`config.mk`:
```
export PLATFORM = sky130hd
export DESIGN_NAME = page_packet_framer_crc16
export DESIGN_NICKNAME = d
export VERILOG_FILES = /design/src/rtl/ppf_pkg.sv /design/src/rtl/page_packet_framer_crc16.sv /design/src/rtl/ppf_engine.sv
export SDC_FILE = /design/constraint.sdc
export NUM_CORES = 1
export LEC_CHECK = 0
export BUFFER_PORTS_ARGS = -buffer_cell sky130_fd_sc_hd__buf_2
export CORE_MARGIN = 2
export CORE_UTILIZATION = 35
export CTS_BUF_LIST = sky130_fd_sc_hd__clkbuf_8
export DETAILED_ROUTE_END_ITERATION = 7
export PLACE_DENSITY_LB_ADDON = 0.12
export REMOVE_ABC_BUFFERS = 1
export SYNTH_ARGS = -nofsm -noshare
export SYNTH_HDL_FRONTEND = slang
export SYNTH_SLANG_ARGS = --single-unit
```
`constraint.sdc`:
```
create_clock -name aclk -period 4.7 [get_ports aclk]
set_input_delay 0.94 -clock aclk [delete_from_list [all_inputs] [get_ports aclk]]
set_output_delay 0.94 -clock aclk [all_outputs]
set_load 0.02 [all_outputs]
```
`src/rtl/ppf_pkg.sv`:
```
`timescale 1ns / 1ps

package ppf_pkg;

    localparam int unsigned PAGE_BYTES_DEF = 256;

    localparam logic [15:0] CRC_INIT = 16'hFFFF;
    localparam logic [15:0] CRC_POLY = 16'h1021;

    localparam logic [7:0] SYNC_BYTE_RESET = 8'hEF;
    localparam logic [7:0] PAD_VALUE_RESET = 8'hFF;

    localparam int unsigned CFG_INDEX_W = 2;
    localparam int unsigned CFG_DATA_W  = 8;
    localparam logic [CFG_INDEX_W-1:0] REG_SYNC_BYTE = 2'd0;
    localparam logic [CFG_INDEX_W-1:0] REG_PAD_VALUE = 2'd1;

    localparam logic MODE_OPEN = 1'b0;
    localparam logic MODE_NEXT = 1'b1;

    typedef struct packed {
        logic       mode;
        logic [7:0] kind;
        logic [8:0] pay_len;
        logic [7:0] payload_byte;
    } ppf_in_t;

    typedef struct packed {
        logic [7:0] frame_byte;
        logic       consumed;
        logic       last_of_frame;
        logic       no_frame_error;
    } ppf_out_t;

    // CRC-16/CCITT-FALSE update by one byte, most significant bit first.
    function automatic logic [15:0] crc_byte(input logic [15:0] crc, input logic [7:0] b);
        logic [15:0] c;
        c = crc ^ {b, 8'h00};
        for (int k = 0; k < 8; k++) begin
            if (c[15]) begin
                c = {c[14:0], 1'b0} ^ CRC_POLY;
            end else begin
                c = {c[14:0], 1'b0};
            end
        end
        return c;
    endfunction

endpackage

```
`src/rtl/page_packet_framer_crc16.sv`:
```
`timescale 1ns / 1ps

// Pull-driven packet framer with a CRC-16/CCITT-FALSE check. A start item opens a frame and
// returns the start code; each following item returns the next frame byte: type, length low,
// length high, PAGE_BYTES payload bytes (supplied bytes while below the length, then the pad
// value) and the CRC low and high bytes, PAGE_BYTES + 6 bytes in all. The block takes one item
// per cycle while results are taken: an input register feeds a single byte-wide CRC update whose
// result is held in an output register and offered on the result channel from there; the input
// register can still take one more item while a result waits.
module page_packet_framer_crc16 #(
    parameter int unsigned PAGE_BYTES = ppf_pkg::PAGE_BYTES_DEF
) (
    input  logic                            aclk,
    input  logic                            aresetn,
    input  logic                            cfg_wr_en,
    input  logic [ppf_pkg::CFG_INDEX_W-1:0] cfg_index,
    input  logic [ppf_pkg::CFG_DATA_W-1:0]  cfg_wdata,
    input  logic                            s_valid,
    output logic                            s_ready,
    input  ppf_pkg::ppf_in_t                s_item,
    output logic                            m_valid,
    input  logic                            m_ready,
    output ppf_pkg::ppf_out_t               m_item
);
    import ppf_pkg::*;

    logic      in_valid_reg, in_valid_next;
    ppf_in_t   in_item_reg;
    logic      out_valid_reg, out_valid_next;
    ppf_out_t  out_item_reg;
    ppf_out_t  step_result;
    logic      advance;

    assign advance = in_valid_reg && (!out_valid_reg || m_ready);
    assign s_ready = !in_valid_reg || advance;

    always_comb begin
        in_valid_next = in_valid_reg;
        if (s_valid && s_ready) begin
            in_valid_next = 1'b1;
        end else if (advance) begin
            in_valid_next = 1'b0;
        end
        out_valid_next = out_valid_reg;
        if (advance) begin
            out_valid_next = 1'b1;
        end else if (m_ready) begin
            out_valid_next = 1'b0;
        end
    end

    always_ff @(posedge aclk) begin
        if (!aresetn) begin
            in_valid_reg  <= 1'b0;
            out_valid_reg <= 1'b0;
        end else begin
            in_valid_reg  <= in_valid_next;
            out_valid_reg <= out_valid_next;
        end
    end

    always_ff @(posedge aclk) begin
        if (s_valid && s_ready) begin
            in_item_reg <= s_item;
        end
        if (advance) begin
            out_item_reg <= step_result;
        end
    end

    ppf_engine #(
        .PAGE_BYTES (PAGE_BYTES)
    ) u_engine (
        .aclk      (aclk),
        .aresetn   (aresetn),
        .cfg_wr_en (cfg_wr_en),
        .cfg_index (cfg_index),
        .cfg_wdata (cfg_wdata),
        .fire      (advance),
        .item      (in_item_reg),
        .result    (step_result)
    );

    assign m_valid = out_valid_reg;
    assign m_item  = out_item_reg;

endmodule

```
`src/rtl/ppf_engine.sv`:
```
`timescale 1ns / 1ps

module ppf_engine #(
    parameter int unsigned PAGE_BYTES = ppf_pkg::PAGE_BYTES_DEF
) (
    input  logic                                 aclk,
    input  logic                                 aresetn,
    input  logic                                 cfg_wr_en,
    input  logic [ppf_pkg::CFG_INDEX_W-1:0]      cfg_index,
    input  logic [ppf_pkg::CFG_DATA_W-1:0]       cfg_wdata,
    input  logic                                 fire,
    input  ppf_pkg::ppf_in_t                     item,
    output ppf_pkg::ppf_out_t                    result
);
    import ppf_pkg::*;

    localparam int unsigned IW  = $clog2(PAGE_BYTES + 6);
    localparam int unsigned CW  = (IW > 9) ? IW : 9;
    localparam int unsigned SAT = (PAGE_BYTES > 511) ? 511 : PAGE_BYTES;

    localparam logic [IW-1:0] IDX_TYPE   = IW'(1);
    localparam logic [IW-1:0] IDX_LEN_LO = IW'(2);
    localparam logic [IW-1:0] IDX_LEN_HI = IW'(3);
    localparam logic [IW-1:0] IDX_DATA   = IW'(4);
    localparam logic [IW-1:0] IDX_CRC_LO = IW'(4 + PAGE_BYTES);

    logic [7:0]    sync_byte_reg;
    logic [7:0]    pad_value_reg;
    logic [IW-1:0] frame_index_reg, frame_index_next;
    logic [15:0]   running_crc_reg, running_crc_next;
    logic [7:0]    held_type_reg, held_type_next;
    logic [8:0]    held_length_reg, held_length_next;
    logic          frame_open_reg, frame_open_next;

    logic [IW-1:0] data_pos;
    logic [CW-1:0] pos_ext;
    logic [CW-1:0] len_ext;
    logic          add_crc;

    always_ff @(posedge aclk) begin
        if (!aresetn) begin
            sync_byte_reg <= SYNC_BYTE_RESET;
            pad_value_reg <= PAD_VALUE_RESET;
        end else if (cfg_wr_en) begin
            case (cfg_index)
                REG_SYNC_BYTE: sync_byte_reg <= cfg_wdata[7:0];
                REG_PAD_VALUE: pad_value_reg <= cfg_wdata[7:0];
                default: ;
            endcase
        end
    end

    always_comb begin
        frame_index_next = frame_index_reg;
        running_crc_next = running_crc_reg;
        held_type_next   = held_type_reg;
        held_length_next = held_length_reg;
        frame_open_next  = frame_open_reg;
        result           = '0;
        add_crc          = 1'b0;
        data_pos         = frame_index_reg - IDX_DATA;
        pos_ext          = CW'(data_pos);
        len_ext          = CW'(held_length_reg);

        if (item.mode == MODE_OPEN) begin
            held_type_next   = item.kind;
            held_length_next = (item.pay_len > 9'(SAT)) ? 9'(SAT) : item.pay_len;
            running_crc_next = CRC_INIT;
            frame_index_next = IDX_TYPE;
            frame_open_next  = 1'b1;
            result.frame_byte = sync_byte_reg;
        end else if (!frame_open_reg) begin
            result.no_frame_error = 1'b1;
        end else begin
            add_crc = 1'b1;
            if (frame_index_reg == IDX_TYPE) begin
                result.frame_byte = held_type_reg;
            end else if (frame_index_reg == IDX_LEN_LO) begin
                result.frame_byte = held_length_reg[7:0];
            end else if (frame_index_reg == IDX_LEN_HI) begin
                result.frame_byte = {7'd0, held_length_reg[8]};
            end else if (frame_index_reg < IDX_CRC_LO) begin
                if (pos_ext < len_ext) begin
                    result.frame_byte = item.payload_byte;
                    result.consumed   = 1'b1;
                end else begin
                    result.frame_byte = pad_value_reg;
                end
            end else if (frame_index_reg == IDX_CRC_LO) begin
                result.frame_byte = running_crc_reg[7:0];
                add_crc           = 1'b0;
            end else begin
                result.frame_byte    = running_crc_reg[15:8];
                result.last_of_frame = 1'b1;
                add_crc              = 1'b0;
            end

            if (add_crc) begin
                running_crc_next = crc_byte(running_crc_reg, result.frame_byte);
            end
            if (result.last_of_frame) begin
                frame_open_next  = 1'b0;
                frame_index_next = '0;
            end else begin
                frame_index_next = frame_index_reg + IW'(1);
            end
        end
    end

    always_ff @(posedge aclk) begin
        if (!aresetn) begin
            frame_index_reg <= '0;
            running_crc_reg <= CRC_INIT;
            held_type_reg   <= '0;
            held_length_reg <= '0;
            frame_open_reg  <= 1'b0;
        end else if (fire) begin
            frame_index_reg <= frame_index_next;
            running_crc_reg <= running_crc_next;
            held_type_reg   <= held_type_next;
            held_length_reg <= held_length_next;
            frame_open_reg  <= frame_open_next;
        end
    end

    assert property (@(posedge aclk) disable iff (!aresetn)
        !frame_open_reg |-> frame_index_reg == '0)
        else $error("Frame index is not zero while no frame is open.");

    assert property (@(posedge aclk) disable iff (!aresetn)
        fire && item.mode == MODE_OPEN |=> frame_open_reg && frame_index_reg == IDX_TYPE
            && running_crc_reg == CRC_INIT)
        else $error("Opening a frame did not restart the index and the CRC.");

    assert property (@(posedge aclk) disable iff (!aresetn)
        fire && item.mode == MODE_NEXT && !frame_open_reg
            |=> $stable(frame_index_reg) && $stable(running_crc_reg) && !frame_open_reg)
        else $error("A request with no open frame changed the frame state.");

    assert property (@(posedge aclk) disable iff (!aresetn)
        fire && result.last_of_frame |=> !frame_open_reg)
        else $error("The frame stayed open after its last byte.");

    assert property (@(posedge aclk) disable iff (!aresetn)
        fire |-> !(result.consumed && (result.last_of_frame || result.no_frame_error)))
        else $error("A payload byte was taken outside the payload field.");

endmodule

```
### Word level (Yosys, flattened, before mapping)

Index checks and enable logic that the tools add are counted.

| storage, ports and cells | value |
|---|---|
| word-level logic and storage cells | 123 |
| output and inout bits | 13 |
| bits in registers | 98 |

| cells by class | value |
|---|---|
| reductions and logical operators | 15 |
| equal/unequal tests | 7 |
| muxes and demuxes | 69 |
| $add $sub $neg | 2 |
| order comparisons | 3 |
| bitwise operators | 10 |

Operators with widths:

| cell | count |
|---|---|
| 16-bit two-way mux | 24 |
| 13-bit two-way mux | 8 |
| 8-bit two-way mux | 9 |
| 9-bit two-way mux | 4 |
| 3-bit NOT | 8 |
| 9-bit by 2-bit == test with 1-bit output (second input constant) | 2 |
| 1-bit two-way mux | 18 |
| 16-bit bitwise XOR | 1 |
| 10-bit two-way mux | 1 |
| 2-bit two-way mux | 5 |
| 2-bit AND reduction | 5 |
| 9-bit by 1-bit adder with 9-bit output (second input constant) | 1 |
| 9-bit by 1-bit == test with 1-bit output (second input constant) | 1 |
| 9-bit == test (second input constant) | 1 |
| 9-bit > comparator (second input constant) | 1 |
| 9-bit less-than comparator | 1 |
| 9-bit less-than comparator (second input constant) | 1 |
| 9-bit by 3-bit subtractor with 9-bit output (second input constant) | 1 |
| 2-bit by 1-bit inequality test with 1-bit output (second input constant) | 2 |
| 2-bit nonzero test | 2 |
| 3-bit AND reduction | 1 |
| 2-bit by 1-bit == test with 1-bit output (second input constant) | 1 |
| 1-bit logical AND | 2 |
| 1-bit zero test | 2 |
| other kinds (3) | 4 |

### Depth between registers and ports, before layout

Gate-level depths: netlist (run 1).

| logic depth | value |
|---|---|
| depth after elaboration | 50 |
| gate-level depth with buffers | 14 |

### Cells and area by module

From an unflattened synthesis (run 1), not the netlist that was laid out.

| second synthesis, totals | value |
|---|---|
| cell total of the unflattened synthesis | 574 |
| area, all modules | 5310.1 um^2 |

Modules (own cells, without submodules):

| module | area each (um^2) | times used | cells an instance | sequential area each (um^2) |
|---|---|---|---|---|
| ppf_engine | 4095.2 | 1 | 528 | 1181.1 |
| page_packet_framer_crc16 | 1214.9 | 1 | 46 | 1151.1 |

### Worst setup path after synthesis (run 1)

OpenSTA, ideal clock, no wires.

| path | value |
|---|---|
| path kind | register to register |
| start point | reg u_engine.frame_index_reg[4] |
| end point | reg u_engine.running_crc_reg[6] |
| arrival time | 3.273 ns |
| stages on the path, launching flop included | 15 |
| clock period less this slack | 3.351 ns |
| setup time | 0.078 ns |
| buffers on the path | 2 |
| slack | 1.349 ns |
| cells stage by stage | dfxtp_1 > buf_6 > nor4_4 > nand2_1 > xnor2_1 > ha_1 > and4_1 > o21ai_1 > o21a_1 > clkbuf_1 > o32a_1 > and3_1 > o211a_1 > o221a_1 > nor3_1 |

| between the ends | value |
|---|---|
| cells in the longest elaborated chain, start to end | 42 |
| elaborated cells between the ends (all ways) | 58 |
| those cells by class | add/sub (1); order compare (2); eq/ne (5); mux (46); bitwise (3); reduce/logical (1) |

Ends and longest elaborated chain:

| item | line | text |
|---|---|---|
| start: declaration | ppf_engine.sv:29 | `logic [IW-1:0] frame_index_reg, frame_index_next;` |
| start signal: assignment | ppf_engine.sv:118 | `frame_index_reg <= frame_index_next;` |
| 9-bit by 3-bit subtractor with 9-bit output | ppf_engine.sv:61 | `data_pos = frame_index_reg - IDX_DATA;` |
| 9-bit less-than comparator | ppf_engine.sv:83 | `if (pos_ext < len_ext) begin` |
| 8-bit two-way mux | ppf_engine.sv:83 |  |
| 8-bit two-way mux | ppf_engine.sv:82 | `end else if (frame_index_reg < IDX_CRC_LO) begin` |
| 8-bit two-way mux | ppf_engine.sv:80 | `end else if (frame_index_reg == IDX_LEN_HI) begin` |
| 8-bit two-way mux | ppf_engine.sv:78 | `end else if (frame_index_reg == IDX_LEN_LO) begin` |
| 8-bit two-way mux | ppf_engine.sv:76 | `if (frame_index_reg == IDX_TYPE) begin` |
| 8-bit two-way mux | ppf_engine.sv:72 | `end else if (!frame_open_reg) begin` |
| [... 26 more ...] | n/a |  |
| 13-bit two-way mux | ppf_pkg.sv:40 | `if (c[15]) begin` |
| 16-bit two-way mux | ppf_engine.sv:98 | `if (add_crc) begin` |
| 16-bit two-way mux | ppf_engine.sv:72 |  |
| 16-bit two-way mux | ppf_engine.sv:65 | `if (item.mode == MODE_OPEN) begin` |
| 13-bit two-way mux | ppf_pkg.sv:40 |  |
| 16-bit two-way mux | ppf_engine.sv:98 |  |
| 16-bit two-way mux | ppf_engine.sv:72 |  |
| 16-bit two-way mux | ppf_engine.sv:65 |  |
| end signal: assignment | ppf_engine.sv:119 | `running_crc_reg <= running_crc_next;` |
| end: declaration | ppf_engine.sv:30 | `logic [15:0] running_crc_reg, running_crc_next;` |

Parallel ways exist; a longest one is shown, timed or not. The select of a mux whose other input is x is not followed.
A chain may end at the register's enable or synchronous reset.

### Final worst setup path (run 1)

Ends and elaborated chain as after synthesis.

==> results.cfg, run 1 <==
[run_status]
outcome = completed

[power]
p_leak_nw = 2.31
ir_drop_v = 0.000149
p_per_area_nw_per_um2 = 293

[grt]
antenna_found_initial = 0
grt_pass1_vias = 4198
track_usage = 0.192
grt_max_degree = 35
gr-total-overflow = 0
grt_first_pass_wirelength_um = 23500

[die]
coreArea_um2 = 14600
num_rows = 44
start_util = 0.361
ioPinCount = 54
chipWidth_um = 127
die_height_um = 127
dieArea_um2 = 16000

[sta]
min_period_over_period = 0.850
worst_pin_slew_ns = 1.13
setup_viol = 0
fin_setup_tns_ns = 0
final-max-slew-violation-count = 0
min_period_ns = 4.00
rsz0062_at_grt = false
finClkSkew_ns = 0.00684
fmax_mhz = 250
finalHoldViolations = 0
slew_headroom = 0.246
whs_ns = 0.469

[final_layout]
synthToLayoutAreaGrowth_pct = 11.0
fin_cells = 799
n_antenna_cell = 0
largest_reg_flops = 26
drive_above_1_share = 0.158
layout.nets = 667

[clock_network]
postCtsSetupBuffers = 0
cts_num_sinks = 98
cts_max_path_buffers = 2
h-tree-depth = 3
numCtsBuffers = 9
clk_latency_ns = 0.39
clkTransAtPathRegs_ns = 0.09
cts_tree = built
cts-resized-gates = 0
cts-root-buf = clkbuf_8
cts_hold_buffers = 0

[yosys]
netlist_instances = 568
yosys_warnings = 0
syn_area_um2 = 5260
synth_cell_types = 75
avgSynthCellArea_um2 = 9.26
synth-edff-count = 37
ys_seq_area_frac = 0.443
ys_seq_elements = 98
ys.flop_type = dfxtp_1
async_flop_share = 0

[critical_path]
required_ns = 4.98
path_delay_family = compound AO/OA/AOI/OAI gates
crit_buf_inv = 0
start_kind = flip-flop
crit_chain = or4_1 -> o21ai_0 -> ha_1 -> and4_1 -> o21ai_1 -> o21ai_0 -> a211oi_1 -> o21ai_0 -> a211oi_2 -> o221a_1 -> nor3_1
cp_slowest_stage_delay_ns = 0.80
worstPathArrival_ns = 4.27
crit_type = flip-flop to flip-flop
cpMaxStageDelayCell = or4_1
path_max_fanout = 11
crit_top_cell = o21ai_0
end_kind = flip-flop

[detailed_routing]
antenna_left = 0
drc = 0
dr.pass1.iters = 5
vias_per_cell = 5.60
wire_per_inst_um = 18.6
route.vias.total = 4475
drt_wl_total_um = 14800
drtIter0Drc = 366

[place]
dp_hpwl_um = 10900
routabilityCongestion = 0.912
io_buffer_count = 53
place_inst = 783

[flow_run]
drv_cap = 0

[worst_hold_path]
hold_class = flip-flop to flip-flop
## logic make-up after synthesis
logic type / synth area share
AND/OR/NAND/NOR: 0.224
AO/OA/AOI/OAI: 0.203
flip-flops: 0.443
buffers and inverters: 0.0519
XOR/XNOR: 0.0378
adder cells (fa/ha/maj): 0.0381
multiplexers: 0.00190
## placed cells by master (no fill, tap or decap), types with 8 or more instances in the layout
cell type / instances
o211ai_1: 16
o22ai_1: 11
nand3b_1: 9
edfxtp_1: 37
a21oi_1: 39
nor2_1: 28
buf_2: 53
ha_1: 16
a211oi_1: 12
nand2_1: 92
nand3_1: 20
dfxtp_1: 61
buf_4: 8
clkbuf_8: 10
inv_1: 28
nor3_1: 24
nand4b_1: 8
o21ai_0: 9
## tightest hold or removal path: stages, from the launching register on
cell and delay, ns:
dfxtp_1 0.33, nand2_1 0.05, a21oi_1 0.05
## power by group
group          total (mW)  internal [mW]  switching, mW
registers           0.943          0.919         0.0233
clock network       0.534          0.214          0.319
logic               0.234         0.0935          0.140
total                1.71           1.23          0.483
## final timing paths
check                                                              start                                        to  slack [ns]  cells after the start
worst min register to register    u_engine.held_type_reg[0]$_SDFFE_PN0P_    u_engine.held_type_reg[0]$_SDFFE_PN0P_        0.47                      2
worst max register to register  u_engine.frame_index_reg[4]$_SDFFE_PN0P_  u_engine.running_crc_reg[6]$_SDFFE_PN1P_        0.70                     11
worst max-delay path            u_engine.frame_index_reg[4]$_SDFFE_PN0P_  u_engine.running_crc_reg[6]$_SDFFE_PN1P_        0.70                     11
worst min-delay path              u_engine.held_type_reg[0]$_SDFFE_PN0P_    u_engine.held_type_reg[0]$_SDFFE_PN0P_        0.47                      2
## per-stage QoR
step	total power, mW	utilization	setup slack (ns)	instance area (um^2)
2_1_floorplan	1.11	-	1.15	5100
3_3_place_gp	1.19	0.387	0.932	5650
3_5_place_dp	1.19	0.387	0.825	5650
4_1_cts	1.73	0.400	0.786	5840
5_1_grt	1.79	0.400	0.396	5840
6_report	1.71	0.400	0.704	5840
## synthesized netlist by cell type, types with 3 or more instances
| cell type | instances | area share |
|---|---|---|
| and3_1 | 7 | 0.0083 |
| o32a_1 | 4 | 0.0076 |
| nor4_1 | 4 | 0.0048 |
| o22ai_1 | 11 | 0.013 |
| a311oi_1 | 3 | 0.0050 |
| nor2_1 | 28 | 0.020 |
| a21o_1 | 6 | 0.0086 |
| or2_2 | 3 | 0.0036 |
| xnor2_1 | 7 | 0.012 |
| a21oi_1 | 39 | 0.037 |
| clkbuf_1 | 19 | 0.014 |
| edfxtp_1 | 37 | 0.21 |
| nand3b_1 | 9 | 0.013 |
| nand4_1 | 5 | 0.0059 |
| nor2b_1 | 7 | 0.0083 |
| nor3_1 | 24 | 0.023 |
| o211ai_1 | 16 | 0.023 |
| o21ai_1 | 5 | 0.0048 |
| and2_1 | 3 | 0.0036 |
| nand2_1 | 92 | 0.066 |
| inv_1 | 27 | 0.019 |
| o21a_1 | 4 | 0.0057 |
| buf_6 | 5 | 0.011 |
| a222oi_1 | 4 | 0.0076 |
| a211oi_1 | 12 | 0.017 |
| xor2_1 | 6 | 0.010 |
| o211a_1 | 3 | 0.0057 |
| o32ai_1 | 6 | 0.010 |
| nand3_1 | 20 | 0.019 |
| ha_1 | 16 | 0.038 |
| o21ai_0 | 9 | 0.0086 |
| dfxtp_1 | 61 | 0.23 |
| or3_1 | 3 | 0.0036 |
| a211o_1 | 4 | 0.0067 |
| nand4b_1 | 8 | 0.013 |
## layout make-up
| type | count | area [um^2] |
|---|---|---|
| multi-input combinational | 411 | 2660 |
| clock inverter | 6 | 50.0 |
| timing repair buffer | 61 | 325 |
| fill | 1434 | 8750 |
| inverter | 29 | 109 |
| clock buffer | 10 | 138 |
| tap | 184 | 230 |
| sequential | 98 | 2330 |
## per-layer routing
layer / track usage / share of wire
met5: 0 / 0
met4: 0.0866 / 0.027
met3: 0.0299 / 0.047
met2: 0.293 / 0.45
met1: 0.268 / 0.48
Note: power is estimated with default switching activity, not from simulation.
==> inputs of run 2 (changes only) <==
--- a/config.mk
+++ b/config.mk
@@ -14,4 +14,5 @@
 export REMOVE_ABC_BUFFERS = 1
 export SYNTH_ARGS = -nofsm -noshare
 export SYNTH_HDL_FRONTEND = slang
+export SYNTH_HIERARCHICAL = 1
 export SYNTH_SLANG_ARGS = --single-unit
==> results.cfg, run 2 <==
[detailed_routing]
dr.pass1.iters = 5
drtIter0Drc = 275
vias_per_cell = 5.48
drt_wl_total_um = 14400
wire_per_inst_um = 17.9
antenna_left = 0
route.vias.total = 4403
drc = 0

[critical_path]
required_ns = 4.99
cpMaxStageDelayCell = o21ai_1
crit_type = flip-flop to flip-flop
start_kind = flip-flop
path_max_fanout = 9
crit_chain = inv_1 -> ha_1 -> xor2_1 -> ha_1 -> o21a_1 -> o21ai_1 -> o21ai_0 -> a2111o_1 -> o211ai_1 -> xor2_1 -> nor2_1 -> a311oi_1
path_delay_family = compound AO/OA/AOI/OAI gates
worstPathArrival_ns = 4.32
end_kind = flip-flop
cp_slowest_stage_delay_ns = 0.56
crit_buf_inv = 1

[final_layout]
final_util = 0.394
largest_reg_flops = 26
layout.nets = 667
final_common_cell = nand2_1
register_area_um2 = 2330
fin_cells = 803
layout_common_cells = 71 x nand2_1, 61 x dfxtp_1, 53 x buf_2
n_antenna_cell = 0
multi_input_area_um2 = 2700
n_fill_cell = 1547
synthToLayoutAreaGrowth_pct = 11.5
drive_above_1_share = 0.151

[clock_network]
cts_num_sinks = 98
cts_hold_buffers = 0
clkTransAtPathRegs_ns = 0.09
cts-resized-gates = 0
cts_tree = built
cts_max_path_buffers = 2
cts-root-buf = clkbuf_8
postCtsSetupBuffers = 0
numCtsBuffers = 9
h-tree-depth = 3
clk_latency_ns = 0.39

[yosys]
synthTopCellsByArea = dfxtp_1 23%, edfxtp_1 21%, nand2_1 5.0%
synth_top_area_frac = 0.230
synth-edff-count = 37
yosysTopAreaCell = dfxtp_1
ys.flop_type = dfxtp_1
synth_cell_types = 67
avgSynthCellArea_um2 = 9.25
syn_area_um2 = 5310
yosys_warnings = 6
yosysMostFrequentCell = nand2_1
synth_xor_area_frac = 0.0311
ys_seq_area_frac = 0.439
synth_common_cells = 71 x nand2_1, 61 x dfxtp_1, 37 x edfxtp_1
synth_top_family_by_area = compound AO/OA/AOI/OAI gates
netlist_instances = 574
async_flop_share = 0
synth_compound_area_frac = 0.242
synthAdderAreaFrac = 0.0377
synthSimpleGateAreaFrac = 0.194
synth_mux_area_frac = 0.00189
ys_seq_elements = 98

[sta]
min_period_ns = 4.03
slew_headroom = 0.375
whs_ns = 0.468
rsz0062_at_grt = false
finalHoldViolations = 0
worst_pin_slew_ns = 0.933
setup_viol = 0
min_period_over_period = 0.856
finClkSkew_ns = 0.0137
final-max-slew-violation-count = 0
fmax_mhz = 248
fin_setup_tns_ns = 0

[die]
dieArea_um2 = 16200
chipWidth_um = 127
num_rows = 45
coreArea_um2 = 15000
ioPinCount = 54
start_util = 0.353
die_height_um = 127

[flow_run]
drv_cap = 0

[power]
p_leak_nw = 2.26
p_per_area_nw_per_um2 = 291
ir_drop_v = 0.000104
p_total_mw = 1.72
p_comb_frac = 0.133
clkPwrFrac = 0.318
p_int_mw = 1.25
p_seq_frac = 0.548
p_sw_mw = 0.470
p_sw_frac = 0.273

[grt]
gr-total-overflow = 0
track_usage = 0.183
grt_pass1_vias = 4182
grt_first_pass_wirelength_um = 22700
grt_max_degree = 32
antenna_found_initial = 0

[place]
routabilityCongestion = 0.850
io_buffer_count = 53
dp_hpwl_um = 10600
place_inst = 787

[worst_hold_path]
hold_class = flip-flop to flip-flop

[run_status]
outcome = completed
run 2: changes by cell type after synthesis, sizes merged, moves of 6 or more:
cell | before | now
a211oi | 14 | 6
nand3 | 20 | 13
o211ai | 17 | 25
clkbuf | 20 | 27
a21o | 6 | 0
a2111oi | 0 | 8
nand2b | 1 | 11
a221o | 0 | 8
o32ai | 6 | 0
nand4b | 8 | 0
nand2 | 93 | 71
run 2: stage by stage:
stage	cell area [um^2]	setup WS, ns
detailed placement	5730	0.726
CTS	5920	0.677
global route	5920	0.337
finish	5920	0.675
floorplan	5150	1.08
global placement	5730	0.894
run 2: worst register-to-register path: stages (launching register included):
cell and delay [ns]:
dfxtp_1 0.49, inv_1 0.18, ha_1 0.27, xor2_1 0.16, ha_1 0.30, o21a_1 0.18
o21ai_1 0.56, o21ai_0 0.35, a2111o_1 0.48, o211ai_1 0.23, xor2_1 0.40, nor2_1 0.10
a311oi_1 0.24
run 2: final cells by class:
cell class | instances | area share
Inverter | 34 | 0.0216
Sequential cell | 98 | 0.394
Timing Repair Buffer | 62 | 0.0562
Tap cell | 188 | 0.0397
Clock buffer | 9 | 0.0209
Clock inverter | 7 | 0.0114
Multi-Input combinational cell | 405 | 0.456
run 2: layer usage:
| metal | global-route usage | part of all wire | vias up |
|---|---|---|---|
| met1 | 0.251 | 0.49 | 2092 |
| li1 | - | - | 2200 |
| met5 | 0 | 0 | - |
| met2 | 0.288 | 0.46 | 94 |
| met3 | 0.0285 | 0.034 | 17 |
| met4 | 0.0750 | 0.022 | 0 |
run 2: power by group through the flow:
stage          clock network, mW  registers (mW)  logic, mW
2_1_floorplan                  0           0.963      0.140
3_3_place_gp                   0           0.963      0.225
3_5_place_dp                   0           0.963      0.229
4_1_cts                    0.565           0.944      0.230
5_1_grt                    0.596           0.948      0.252
6_report                   0.548           0.944      0.229
run 2: logic make-up after synthesis:
logic type / Yosys count
and+or+nand+nor: 197
xor gates and xnor gates: 18
muxes: 1
buffers and inverters: 71
DFF: 98
adders and majority gates: 16
AOI/OAI and AO/OA: 173
run 2: final timing paths:
path	startpoint	to	slack [ns]	depth (start not counted)
worst max-delay path	u_engine/frame_index_reg[2]$_SDFFE_PN0P_	u_engine/running_crc_reg[14]$_SDFFE_PN1P_	0.67	12
worst min-delay path	u_engine/held_type_reg[3]$_SDFFE_PN0P_	u_engine/held_type_reg[3]$_SDFFE_PN0P_	0.47	2
worst max register to register	u_engine/frame_index_reg[2]$_SDFFE_PN0P_	u_engine/running_crc_reg[14]$_SDFFE_PN1P_	0.67	12
worst min register to register	u_engine/held_type_reg[3]$_SDFFE_PN0P_	u_engine/held_type_reg[3]$_SDFFE_PN0P_	0.47	2
